$ cat src/rtl/dmsbt_pkg.sv
// ----------------------------------------------------------------------------
// dmsbt_pkg
// Shared types, codes and field widths of the device mode sequencer with
// breath guide timer.
// ----------------------------------------------------------------------------
package dmsbt_pkg;

    localparam int OP_W      = 4;
    localparam int TIME_W    = 32;
    localparam int MS_W      = 16;
    localparam int CYC_W     = MS_W + 1;
    localparam int SRC_W     = 4;
    localparam int CODE_W    = 16;
    localparam int MODE_W    = 4;
    localparam int LINK_W    = 2;
    localparam int LED_W     = 3;
    localparam int KIND_W    = 2;
    localparam int CNT_W     = $clog2(TIME_W);

    localparam int S_TDATA_W = 88;
    localparam int M_TDATA_W = 120;
    localparam int CFG_IDX_W = 1;

    localparam logic [MS_W-1:0]   INHALE_RESET = 16'd4000;
    localparam logic [MS_W-1:0]   EXHALE_RESET = 16'd5000;
    localparam logic [CFG_IDX_W-1:0] CFG_INHALE = 1'b0;
    localparam logic [CFG_IDX_W-1:0] CFG_EXHALE = 1'b1;

    typedef enum logic [OP_W-1:0] {
        OP_QUERY     = 4'd0,
        OP_BEGIN     = 4'd1,
        OP_TICK      = 4'd2,
        OP_LINK_UP   = 4'd3,
        OP_LINK_DOWN = 4'd4,
        OP_CAL_START = 4'd5,
        OP_CAL_DONE  = 4'd6,
        OP_CAL_FAIL  = 4'd7,
        OP_PRESS_OK  = 4'd8,
        OP_COUNTDOWN = 4'd9,
        OP_TEST_DONE = 4'd10,
        OP_GUIDE_REQ = 4'd11,
        OP_GUIDE_END = 4'd12,
        OP_ERROR     = 4'd13
    } op_t;

    typedef enum logic [MODE_W-1:0] {
        MODE_BOOT      = 4'd0,
        MODE_ADV       = 4'd1,
        MODE_WAIT_CAL  = 4'd2,
        MODE_CAL       = 4'd3,
        MODE_MONITOR   = 4'd4,
        MODE_PRESS     = 4'd5,
        MODE_COUNTDOWN = 4'd6,
        MODE_ACTIVE    = 4'd7,
        MODE_GUIDE     = 4'd8,
        MODE_ERROR     = 4'd9
    } mode_t;

    typedef enum logic [LINK_W-1:0] {
        LINK_IDLE      = 2'd0,
        LINK_ADV       = 2'd1,
        LINK_CONNECTED = 2'd2,
        LINK_DISCONN   = 2'd3
    } link_t;

    typedef enum logic [KIND_W-1:0] {
        PHASE_IDLE   = 2'd0,
        PHASE_INHALE = 2'd1,
        PHASE_EXHALE = 2'd2
    } phase_t;

    function automatic logic [LED_W-1:0] led_of_mode(input logic [MODE_W-1:0] m);
        logic [LED_W-1:0] led;
        case (m)
            MODE_BOOT:      led = 3'd0;
            MODE_ADV:       led = 3'd1;
            MODE_WAIT_CAL:  led = 3'd2;
            MODE_CAL:       led = 3'd3;
            MODE_MONITOR:   led = 3'd4;
            MODE_PRESS:     led = 3'd5;
            MODE_COUNTDOWN: led = 3'd5;
            MODE_ACTIVE:    led = 3'd6;
            MODE_GUIDE:     led = 3'd3;
            MODE_ERROR:     led = 3'd7;
            default:        led = 3'd0;
        endcase
        return led;
    endfunction

endpackage

$ cat src/rtl/device_mode_sequencer_breath_timer_core.sv
// ----------------------------------------------------------------------------
// device_mode_sequencer_breath_timer_core
// Mode sequencer of a wearable device with a breath guide phase timer.
//
//   channel   dir  ports                         transaction
//   s_        in   s_tvalid/s_tready/s_tdata/    one timestamped event
//                  s_tuser
//   m_        out  m_tvalid/m_tready/m_tdata     one status snapshot
//   cfg_      in   cfg_wr_en/cfg_index/cfg_wdata phase length write
//
// Outside a running guide an event goes from setup straight to the result;
// during one, the 32 steps of the serial restoring modulo unit lie between
// setup and the phase step, and with both phase lengths zero they are skipped.
// s_tready is high only while the sequencer is idle; a snapshot waits in
// the output register until m_tready takes it.
// aresetn is synchronous and active low; no clearing pass is needed.
// ----------------------------------------------------------------------------
module device_mode_sequencer_breath_timer_core (
    input  logic                                aclk,
    input  logic                                aresetn,

    input  logic                                s_tvalid,
    output logic                                s_tready,
    // now_ms[31:0], keep_pressed[32], guide_duration_ms[64:33],
    // error_source[68:65], error_code[84:69], error_recoverable[85]
    input  logic [dmsbt_pkg::S_TDATA_W-1:0]     s_tdata,
    // operation[3:0]
    input  logic [dmsbt_pkg::OP_W-1:0]          s_tuser,

    output logic                                m_tvalid,
    input  logic                                m_tready,
    // mode[3:0], link[5:4], led_mode[8:6], session_number[40:9],
    // phase_kind[42:41], phase_elapsed_ms[58:43], phase_length_ms[74:59],
    // phase_left_ms[90:75], error_active[91], last_error_source[95:92],
    // last_error_code[111:96], last_error_recoverable[112]
    output logic [dmsbt_pkg::M_TDATA_W-1:0]     m_tdata,

    input  logic                                cfg_wr_en,
    input  logic [dmsbt_pkg::CFG_IDX_W-1:0]     cfg_index,
    input  logic [dmsbt_pkg::MS_W-1:0]          cfg_wdata
);

    typedef enum logic [4:0] {
        ST_IDLE   = 5'b00001,
        ST_SETUP  = 5'b00010,
        ST_DIV    = 5'b00100,
        ST_PHASE  = 5'b01000,
        ST_RESULT = 5'b10000
    } state_t;

    state_t state_reg, state_next;

    logic [dmsbt_pkg::MS_W-1:0]   inhale_reg, exhale_reg;

    logic [dmsbt_pkg::MODE_W-1:0] mode_reg, mode_next;
    logic [dmsbt_pkg::LINK_W-1:0] link_reg, link_next;
    logic [dmsbt_pkg::TIME_W-1:0] session_reg, session_next;
    logic [dmsbt_pkg::TIME_W-1:0] gstart_reg, gstart_next;
    logic [dmsbt_pkg::TIME_W-1:0] gend_reg, gend_next;
    logic                         err_flag_reg, err_flag_next;
    logic [dmsbt_pkg::SRC_W-1:0]  err_src_reg, err_src_next;
    logic [dmsbt_pkg::CODE_W-1:0] err_code_reg, err_code_next;
    logic                         err_rec_reg, err_rec_next;

    logic [dmsbt_pkg::TIME_W-1:0] now_reg;
    logic [dmsbt_pkg::TIME_W-1:0] dvd_reg;
    logic [dmsbt_pkg::CYC_W-1:0]  rem_reg;
    logic [dmsbt_pkg::CNT_W-1:0]  cnt_reg;

    logic [dmsbt_pkg::KIND_W-1:0] kind_reg;
    logic [dmsbt_pkg::MS_W-1:0]   el_reg, len_reg, left_reg;

    logic                         s_fire, m_fire;
    dmsbt_pkg::op_t               op;
    logic [dmsbt_pkg::TIME_W-1:0] in_now, in_dur;

    logic [dmsbt_pkg::CYC_W-1:0]  cycle_len;
    logic [dmsbt_pkg::CYC_W:0]    trial;
    logic [dmsbt_pkg::CYC_W:0]    trial_diff;
    logic                         guide_on;
    logic                         in_inhale;
    logic [dmsbt_pkg::CYC_W-1:0]  ex_off;
    logic [dmsbt_pkg::MS_W-1:0]   el_sel, len_sel;

    assign s_tready = (state_reg == ST_IDLE);
    assign m_tvalid = (state_reg == ST_RESULT);
    assign s_fire   = s_tvalid && s_tready;
    assign m_fire   = m_tvalid && m_tready;

    assign op     = dmsbt_pkg::op_t'(s_tuser);
    assign in_now = s_tdata[31:0];
    assign in_dur = s_tdata[64:33];

    assign cycle_len  = {1'b0, inhale_reg} + {1'b0, exhale_reg};
    assign trial      = {rem_reg, dvd_reg[dmsbt_pkg::TIME_W-1]};
    assign trial_diff = trial - {1'b0, cycle_len};
    assign guide_on   = (mode_reg == dmsbt_pkg::MODE_GUIDE) && (gstart_reg != '0);

    assign in_inhale = (rem_reg < {1'b0, inhale_reg});
    assign ex_off    = rem_reg - {1'b0, inhale_reg};
    assign el_sel    = in_inhale ? rem_reg[dmsbt_pkg::MS_W-1:0]
                                 : ex_off[dmsbt_pkg::MS_W-1:0];
    assign len_sel   = in_inhale ? inhale_reg : exhale_reg;

    // Event decode
    always_comb begin
        mode_next     = mode_reg;
        link_next     = link_reg;
        session_next  = session_reg;
        gstart_next   = gstart_reg;
        gend_next     = gend_reg;
        err_flag_next = err_flag_reg;
        err_src_next  = err_src_reg;
        err_code_next = err_code_reg;
        err_rec_next  = err_rec_reg;
        unique case (op)
            dmsbt_pkg::OP_BEGIN: begin
                session_next  = 32'd1;
                link_next     = dmsbt_pkg::LINK_ADV;
                err_flag_next = 1'b0;
                err_src_next  = '0;
                err_code_next = '0;
                err_rec_next  = 1'b0;
                mode_next     = dmsbt_pkg::MODE_ADV;
            end
            dmsbt_pkg::OP_TICK: begin
                if (mode_reg == dmsbt_pkg::MODE_GUIDE && gend_reg != '0
                    && in_now >= gend_reg) begin
                    gstart_next = '0;
                    gend_next   = '0;
                    mode_next   = dmsbt_pkg::MODE_MONITOR;
                end
            end
            dmsbt_pkg::OP_LINK_UP: begin
                link_next    = dmsbt_pkg::LINK_CONNECTED;
                session_next = session_reg + 32'd1;
                mode_next    = dmsbt_pkg::MODE_WAIT_CAL;
            end
            dmsbt_pkg::OP_LINK_DOWN: begin
                link_next = dmsbt_pkg::LINK_DISCONN;
                mode_next = dmsbt_pkg::MODE_ADV;
            end
            dmsbt_pkg::OP_CAL_START: mode_next = dmsbt_pkg::MODE_CAL;
            dmsbt_pkg::OP_CAL_DONE:  mode_next = dmsbt_pkg::MODE_MONITOR;
            dmsbt_pkg::OP_CAL_FAIL:  mode_next = dmsbt_pkg::MODE_WAIT_CAL;
            dmsbt_pkg::OP_PRESS_OK:  mode_next = dmsbt_pkg::MODE_COUNTDOWN;
            dmsbt_pkg::OP_COUNTDOWN: begin
                mode_next = s_tdata[32] ? dmsbt_pkg::MODE_ACTIVE : dmsbt_pkg::MODE_CAL;
            end
            dmsbt_pkg::OP_TEST_DONE: mode_next = dmsbt_pkg::MODE_MONITOR;
            dmsbt_pkg::OP_GUIDE_REQ: begin
                gstart_next = in_now;
                gend_next   = in_now + in_dur;
                mode_next   = dmsbt_pkg::MODE_GUIDE;
            end
            dmsbt_pkg::OP_GUIDE_END: begin
                gstart_next = '0;
                gend_next   = '0;
                mode_next   = dmsbt_pkg::MODE_MONITOR;
            end
            dmsbt_pkg::OP_ERROR: begin
                err_flag_next = 1'b1;
                err_src_next  = s_tdata[68:65];
                err_code_next = s_tdata[84:69];
                err_rec_next  = s_tdata[85];
                mode_next     = dmsbt_pkg::MODE_ERROR;
            end
            default: ;
        endcase
    end

    // Sequencer
    always_comb begin
        state_next = state_reg;
        unique case (state_reg)
            ST_IDLE:   if (s_fire) state_next = ST_SETUP;
            ST_SETUP: begin
                if (!guide_on)
                    state_next = ST_RESULT;
                else if (cycle_len == '0)
                    state_next = ST_PHASE;
                else
                    state_next = ST_DIV;
            end
            ST_DIV:    if (cnt_reg == '0) state_next = ST_PHASE;
            ST_PHASE:  state_next = ST_RESULT;
            ST_RESULT: if (m_fire) state_next = ST_IDLE;
            default:   state_next = ST_IDLE;
        endcase
    end

    always_ff @(posedge aclk) begin
        if (!aresetn) begin
            state_reg    <= ST_IDLE;
            inhale_reg   <= dmsbt_pkg::INHALE_RESET;
            exhale_reg   <= dmsbt_pkg::EXHALE_RESET;
            mode_reg     <= dmsbt_pkg::MODE_BOOT;
            link_reg     <= dmsbt_pkg::LINK_IDLE;
            session_reg  <= 32'd1;
            gstart_reg   <= '0;
            gend_reg     <= '0;
            err_flag_reg <= 1'b0;
            err_src_reg  <= '0;
            err_code_reg <= '0;
            err_rec_reg  <= 1'b0;
        end else begin
            state_reg <= state_next;
            if (cfg_wr_en) begin
                unique case (cfg_index)
                    dmsbt_pkg::CFG_INHALE: inhale_reg <= cfg_wdata;
                    dmsbt_pkg::CFG_EXHALE: exhale_reg <= cfg_wdata;
                    default: ;
                endcase
            end
            if (s_fire) begin
                mode_reg     <= mode_next;
                link_reg     <= link_next;
                session_reg  <= session_next;
                gstart_reg   <= gstart_next;
                gend_reg     <= gend_next;
                err_flag_reg <= err_flag_next;
                err_src_reg  <= err_src_next;
                err_code_reg <= err_code_next;
                err_rec_reg  <= err_rec_next;
            end
        end
    end

    // Serial modulo and phase datapath
    always_ff @(posedge aclk) begin
        case (state_reg)
            ST_IDLE: begin
                if (s_fire) now_reg <= in_now;
            end
            ST_SETUP: begin
                dvd_reg  <= now_reg - gstart_reg;
                rem_reg  <= '0;
                cnt_reg  <= dmsbt_pkg::CNT_W'(dmsbt_pkg::TIME_W - 1);
                kind_reg <= dmsbt_pkg::PHASE_IDLE;
                el_reg   <= '0;
                len_reg  <= '0;
                left_reg <= '0;
            end
            ST_DIV: begin
                dvd_reg <= {dvd_reg[dmsbt_pkg::TIME_W-2:0], 1'b0};
                cnt_reg <= cnt_reg - 1'b1;
                if (trial_diff[dmsbt_pkg::CYC_W] == 1'b0)
                    rem_reg <= trial_diff[dmsbt_pkg::CYC_W-1:0];
                else
                    rem_reg <= trial[dmsbt_pkg::CYC_W-1:0];
            end
            ST_PHASE: begin
                kind_reg <= in_inhale ? dmsbt_pkg::PHASE_INHALE : dmsbt_pkg::PHASE_EXHALE;
                el_reg   <= el_sel;
                len_reg  <= len_sel;
                left_reg <= len_sel - el_sel;
            end
            default: ;
        endcase
    end

    assign m_tdata = {7'd0,
                      err_rec_reg, err_code_reg, err_src_reg, err_flag_reg,
                      left_reg, len_reg, el_reg, kind_reg,
                      session_reg, dmsbt_pkg::led_of_mode(mode_reg),
                      link_reg, mode_reg};

endmodule
$ cat config.mk
export PLATFORM = sky130hd
export DESIGN_NAME = device_mode_sequencer_breath_timer_core
export DESIGN_NICKNAME = d
export VERILOG_FILES = /design/src/rtl/dmsbt_pkg.sv /design/src/rtl/device_mode_sequencer_breath_timer_core.sv
export SDC_FILE = /design/constraint.sdc
export NUM_CORES = 1
export LEC_CHECK = 0
export BUFFER_PORTS_ARGS = -buffer_cell sky130_fd_sc_hd__buf_2
export CAP_MARGIN = 20
export CELL_PAD_IN_SITES_DETAIL_PLACEMENT = 1
export CELL_PAD_IN_SITES_GLOBAL_PLACEMENT = 2
export CORE_AREA = 5 5 244 246
export CTS_CLUSTER_DIAMETER = 200
export CTS_CLUSTER_SIZE = 24
export DETAILED_ROUTE_END_ITERATION = 12
export DIE_AREA = 0 0 249 251
export PLACE_DENSITY = 0.8
export SYNTH_ARGS = -nofsm -noshare
export SYNTH_HDL_FRONTEND = slang
export SYNTH_SLANG_ARGS = --single-unit
$ cat constraint.sdc
create_clock -name aclk -period 6.3 [get_ports aclk]
set_clock_uncertainty 0.2 [all_clocks]
set_input_delay 1.26 -clock aclk [delete_from_list [all_inputs] [get_ports aclk]]
set_output_delay 1.26 -clock aclk [all_outputs]
set_load 0.1 [all_outputs]
==> results.py <==
metrics = {
    "timing": {
        "timing_hold_violations_final": 0,
        "slew_viol_final": 0,
        "slew_headroom_pct": 38.3,
        "worst-slew-pin-transition_ns": 0.925,
        "rsz0062_at_grt": "no",
        "min_tclk_post_route_ns": 5.90,
        "final_period_utilization_pct": 93.6,
        "timing.final.setup_violations": 0,
        "timing.setup.tns_ns": 0,
        "final.setup.worst_slack_ns": 0.404,
        "fmax_mhz": 170,
    },
    "worst_setup_path": {
        "critPathCapture": "left_reg[12]",
        "critical-path-max-stage-delay_ns": 0.41,
        "critical-path-slowest-cell": "sky130_fd_sc_hd__fa_1",
        "timing.rr.end": "left_reg[12]",
        "worst_setup_path_start_kind": "flop",
        "critical_path_buf_inv_count": 2,
        "startpoint": "inhale_reg[1]",
        "crit_required_ns": 6.37,
        "worst_path_fanout_max": 5,
        "setup.worst_path.class": "flop to flop",
        "r2r_start": "inhale_reg[1]",
        "worstRegToRegCells": 23,
        "crit_end_element": "flop",
        "cpLargestDelayFamily": "compound AO/OA/AOI/OAI gates",
        "rrSetupSlack_ns": 0.40,
        "crit_path_cell_trace": "inv_1 -> ha_1 -> nor2b_4 -> o31a_1 -> o31a_1 -> o21a_4 -> o31ai_4 -> o21a_1 -> mux2i_2 -> ha_1 -> inv_1 -> fa_1 -> a21o_1 -> a21oi_1 -> o21ai_0 -> maj3_1 -> nor2b_1 -> mux2i_1 -> o21bai_1 -> a31oi_1 -> o41ai_1 -> xnor2_1 -> nor2_1",
        "cell_depth_of_the_worst_setup_path": 23,
        "worst_ep_arrival_time_ns": 5.97,
    },
    "global_route": {
        "globalRoute.totalOverflow": 0,
        "grt_pass1_wl_mm": 87.7,
        "maximum_number_of_pins_on_one_net_before_global_route_repair": 55,
        "globalRouteTotalUtil_pct": 16.7,
        "first_global_vias": 16500,
        "number_of_antenna_violations_at_the_first_check_in_global_routing": 1,
    },
    "route": {
        "first_pass_iteration_count_of_the_detailed_router": 5,
        "postRouteAntennaNets": 0,
        "total_via_count_in_the_routed_design": 15900,
        "drt-vias-per-instance": 5.18,
        "wire_per_inst_um": 17.8,
        "drc": 0,
        "drt-total-wl_mm": 54.5,
        "first_iter_violations": 713,
    },
    "synth": {
        "synthFlopType": "sky130_fd_sc_hd__dfxtp_1",
        "netlist_area_um2": 18700,
        "syn_inst": 2090,
        "ys_seq_elements": 300,
        "post_synth_num_cell_types": 85,
        "synth.avg_cell_area_um2": 8.94,
        "ys_async_sr_fraction_pct": 0,
        "synth_enable_flop_cells": 136,
        "yosysWarnings": 0,
        "synth-seq-area-share_pct": 39.4,
    },
    "outcome": {
        "run_status": "finished clean",
    },
    "floorplanning": {
        "die_width_um": 249,
        "ios": 236,
        "start_util_pct": 32.7,
        "die_height_um": 251,
        "dieArea_um2": 62500,
        "core_box_area_um2": 57100,
        "floorplan.rows": 88,
    },
    "clock_tree": {
        "cts_max_level": 1,
        "tritoncts.num_buffers": 16,
        "cts.root.buffer_cell": "sky130_fd_sc_hd__clkbuf_16",
        "tritoncts_clock_tree": "done",
        "cts.path.max_buffers": 3,
        "clk-insertion-delay-late_ns": 0.54,
        "clk_transition_reported_paths_ns": 0.12,
        "cts_sinks": 300,
    },
    "pwr": {
        "ir_worst_vdd_uv": 203,
        "power.density_nw_per_um2": 210,
        "p_leak_uw": 0.00861,
    },
    "layout": {
        "multi_input_comb_area_um2": 10600,
        "synthToLayoutAreaGrowth_pct": 13.6,
        "finalNetCount": 2562,
        "final_area_um2": 21200,
        "layout_cells_sized_above_1_pct": 13.8,
        "layout.cells.non_filler": 3066,
        "layout.filler_cells": 6793,
        "seq_area_um2": 7370,
    },
    "placed_design": {
        "dp_cells": 3037,
        "pre_cts_slack_ns": 0.342,
        "finalWeightedCongestion": 0.813,
        "port_buffers": 226,
        "dpl-instance-area_um2": 20700,
        "detailed_place_hpwl_mm": 43.0,
    },
    "run": {
        "max_cap_violations": 0,
    },
    "worst_hold_path": {
        "worst_hold_path_class": "flop to flop",
    },
}
-- worst min path at each step --
stage / startpoint / endpoint / slack, ns / cells after the start
final: gend_reg[24] / gend_reg[24] / 0.26 / 2
after CTS: gend_reg[24] / gend_reg[24] / 0.27 / 2
after floorplan: gend_reg[24] / gend_reg[24] / 0.23 / 2
after global routing: err_src_reg[0] / err_src_reg[0] / 0.30 / 1
after global placement: err_src_reg[1] / err_src_reg[1] / 0.25 / 1
after detailed placement: err_code_reg[1] / err_code_reg[1] / 0.25 / 1
-- placed cells by master (no fill, tap or decap), types with 6 or more instances in the layout --
cell type,netlist,final
sky130_fd_sc_hd__nor2b_1,27,27
sky130_fd_sc_hd__a21o_1,71,71
sky130_fd_sc_hd__o31ai_1,12,11
sky130_fd_sc_hd__edfxtp_1,136,136
sky130_fd_sc_hd__nand3_1,34,34
sky130_fd_sc_hd__nand2b_1,22,21
sky130_fd_sc_hd__o22ai_1,9,9
sky130_fd_sc_hd__o211ai_1,13,13
sky130_fd_sc_hd__a22oi_1,52,52
sky130_fd_sc_hd__mux2i_1,13,12
sky130_fd_sc_hd__o21a_1,15,15
sky130_fd_sc_hd__ha_1,151,151
sky130_fd_sc_hd__and3_1,20,20
sky130_fd_sc_hd__nand2_1,220,217
sky130_fd_sc_hd__or3_1,14,14
sky130_fd_sc_hd__nand4_1,24,24
sky130_fd_sc_hd__o21ai_0,104,103
sky130_fd_sc_hd__a22o_1,21,21
sky130_fd_sc_hd__o21bai_1,20,20
sky130_fd_sc_hd__o31a_1,6,6
sky130_fd_sc_hd__nand3b_1,6,6
sky130_fd_sc_hd__or2_2,12,12
sky130_fd_sc_hd__dfxtp_1,164,164
sky130_fd_sc_hd__conb_1,1,7
sky130_fd_sc_hd__inv_1,128,128
sky130_fd_sc_hd__a31oi_1,18,17
sky130_fd_sc_hd__clkbuf_1,64,8
sky130_fd_sc_hd__fa_1,6,6
sky130_fd_sc_hd__a211oi_1,22,22
sky130_fd_sc_hd__buf_4,11,33
sky130_fd_sc_hd__nor4_1,22,22
sky130_fd_sc_hd__xnor2_1,72,72
sky130_fd_sc_hd__xor2_1,67,67
sky130_fd_sc_hd__buf_2,1,226
sky130_fd_sc_hd__clkbuf_16,0,17
sky130_fd_sc_hd__nor3_1,29,29
sky130_fd_sc_hd__nor2_1,219,218
sky130_fd_sc_hd__a21oi_1,159,159
-- Yosys cell counts (all sizes together) (6+ instances only) --
cell type / number / area [µm²]
nand2: 220 / 826
dfxtp: 164 / 3280
a31oi: 18 / 113
nand2b: 22 / 138
or3: 14 / 87.6
o21ai: 107 / 547
o22ai: 9 / 56.3
a21oi: 159 / 796
clkbuf: 65 / 245
o21bai: 20 / 150
nor3: 29 / 145
nor4: 23 / 150
a21o: 71 / 533
and3: 20 / 125
o31ai: 14 / 124
nor2b: 28 / 183
fa: 6 / 120
o21a: 16 / 128
or2: 12 / 75.1
a2111oi: 6 / 58.8
a22o: 21 / 184
nor2: 220 / 828
ha: 151 / 1890
o211ai: 13 / 97.6
inv: 129 / 484
mux2i: 13 / 130
nand3: 34 / 170
a211oi: 23 / 178
edfxtp: 136 / 4080
buf: 18 / 125
nand3b: 6 / 45.0
xnor2: 72 / 631
a22oi: 53 / 403
nand4: 24 / 150
xor2: 67 / 587
o31a: 6 / 52.6
-- power breakdown --
part           internal (µW)  switching, µW
Sequential              2080           34.2
Combinational            434            714
Clock                    513            672
Total                   3030           1420
-- repair_timing --
action                     CTS  global route
hold buffers                 0             0
setup buffers                0             0
setup endpoints to repair    0             4
gates resized for setup      0             3
hold endpoints to repair     0             0
-- routing by layer --
layer  vias up  share of wire (%)  GRT usage, %
li1       7895                  -             -
met3        74                3.3          2.19
met2       236                 50          30.3
met4         0                2.5          4.11
met1      7685                 44          21.0
met5         -                  0             0
-- layout make-up --
type	instances	share of cell area, %
inverters	129	2.28
clock inverters	2	0.118
multi-input cells	1584	49.7
diodes	1	0.0118
repair buffers	260	6.59
clock buffers	25	2.14
flip-flops and latches	300	34.7
well taps	765	4.51
-- logic make-up after synthesis --
kind of cell	synth area share [%]
adders and majority gates	11.0
muxes	0.837
DFF	39.4
buffers and inverters	4.57
AOI/OAI and AO/OA	20.3
xor gates and xnor gates	6.76
other	0.0201
and+or+nand+nor	17.0
-- per-stage QoR --
| stage | hold WS (ns) | total power (µW) | util, % |
|---|---|---|---|
| finish | 0.264 | 4450 | 37.2 |
| global route | 0.299 | 4690 | 37.2 |
| CTS | 0.271 | 4510 | 37.1 |
| detailed placement | 0.253 | 3310 | 36.3 |
| global placement | 0.252 | 3270 | 36.3 |
| floorplan | 0.231 | 3020 | - |
-- worst min-delay path: stages, from the launching register on --
cell and delay [ns]:
sky130_fd_sc_hd__dfxtp_1 0.33, sky130_fd_sc_hd__nand2_1 0.06, sky130_fd_sc_hd__nand2_1 0.04
Note: power is estimated with default switching activity, not from simulation.
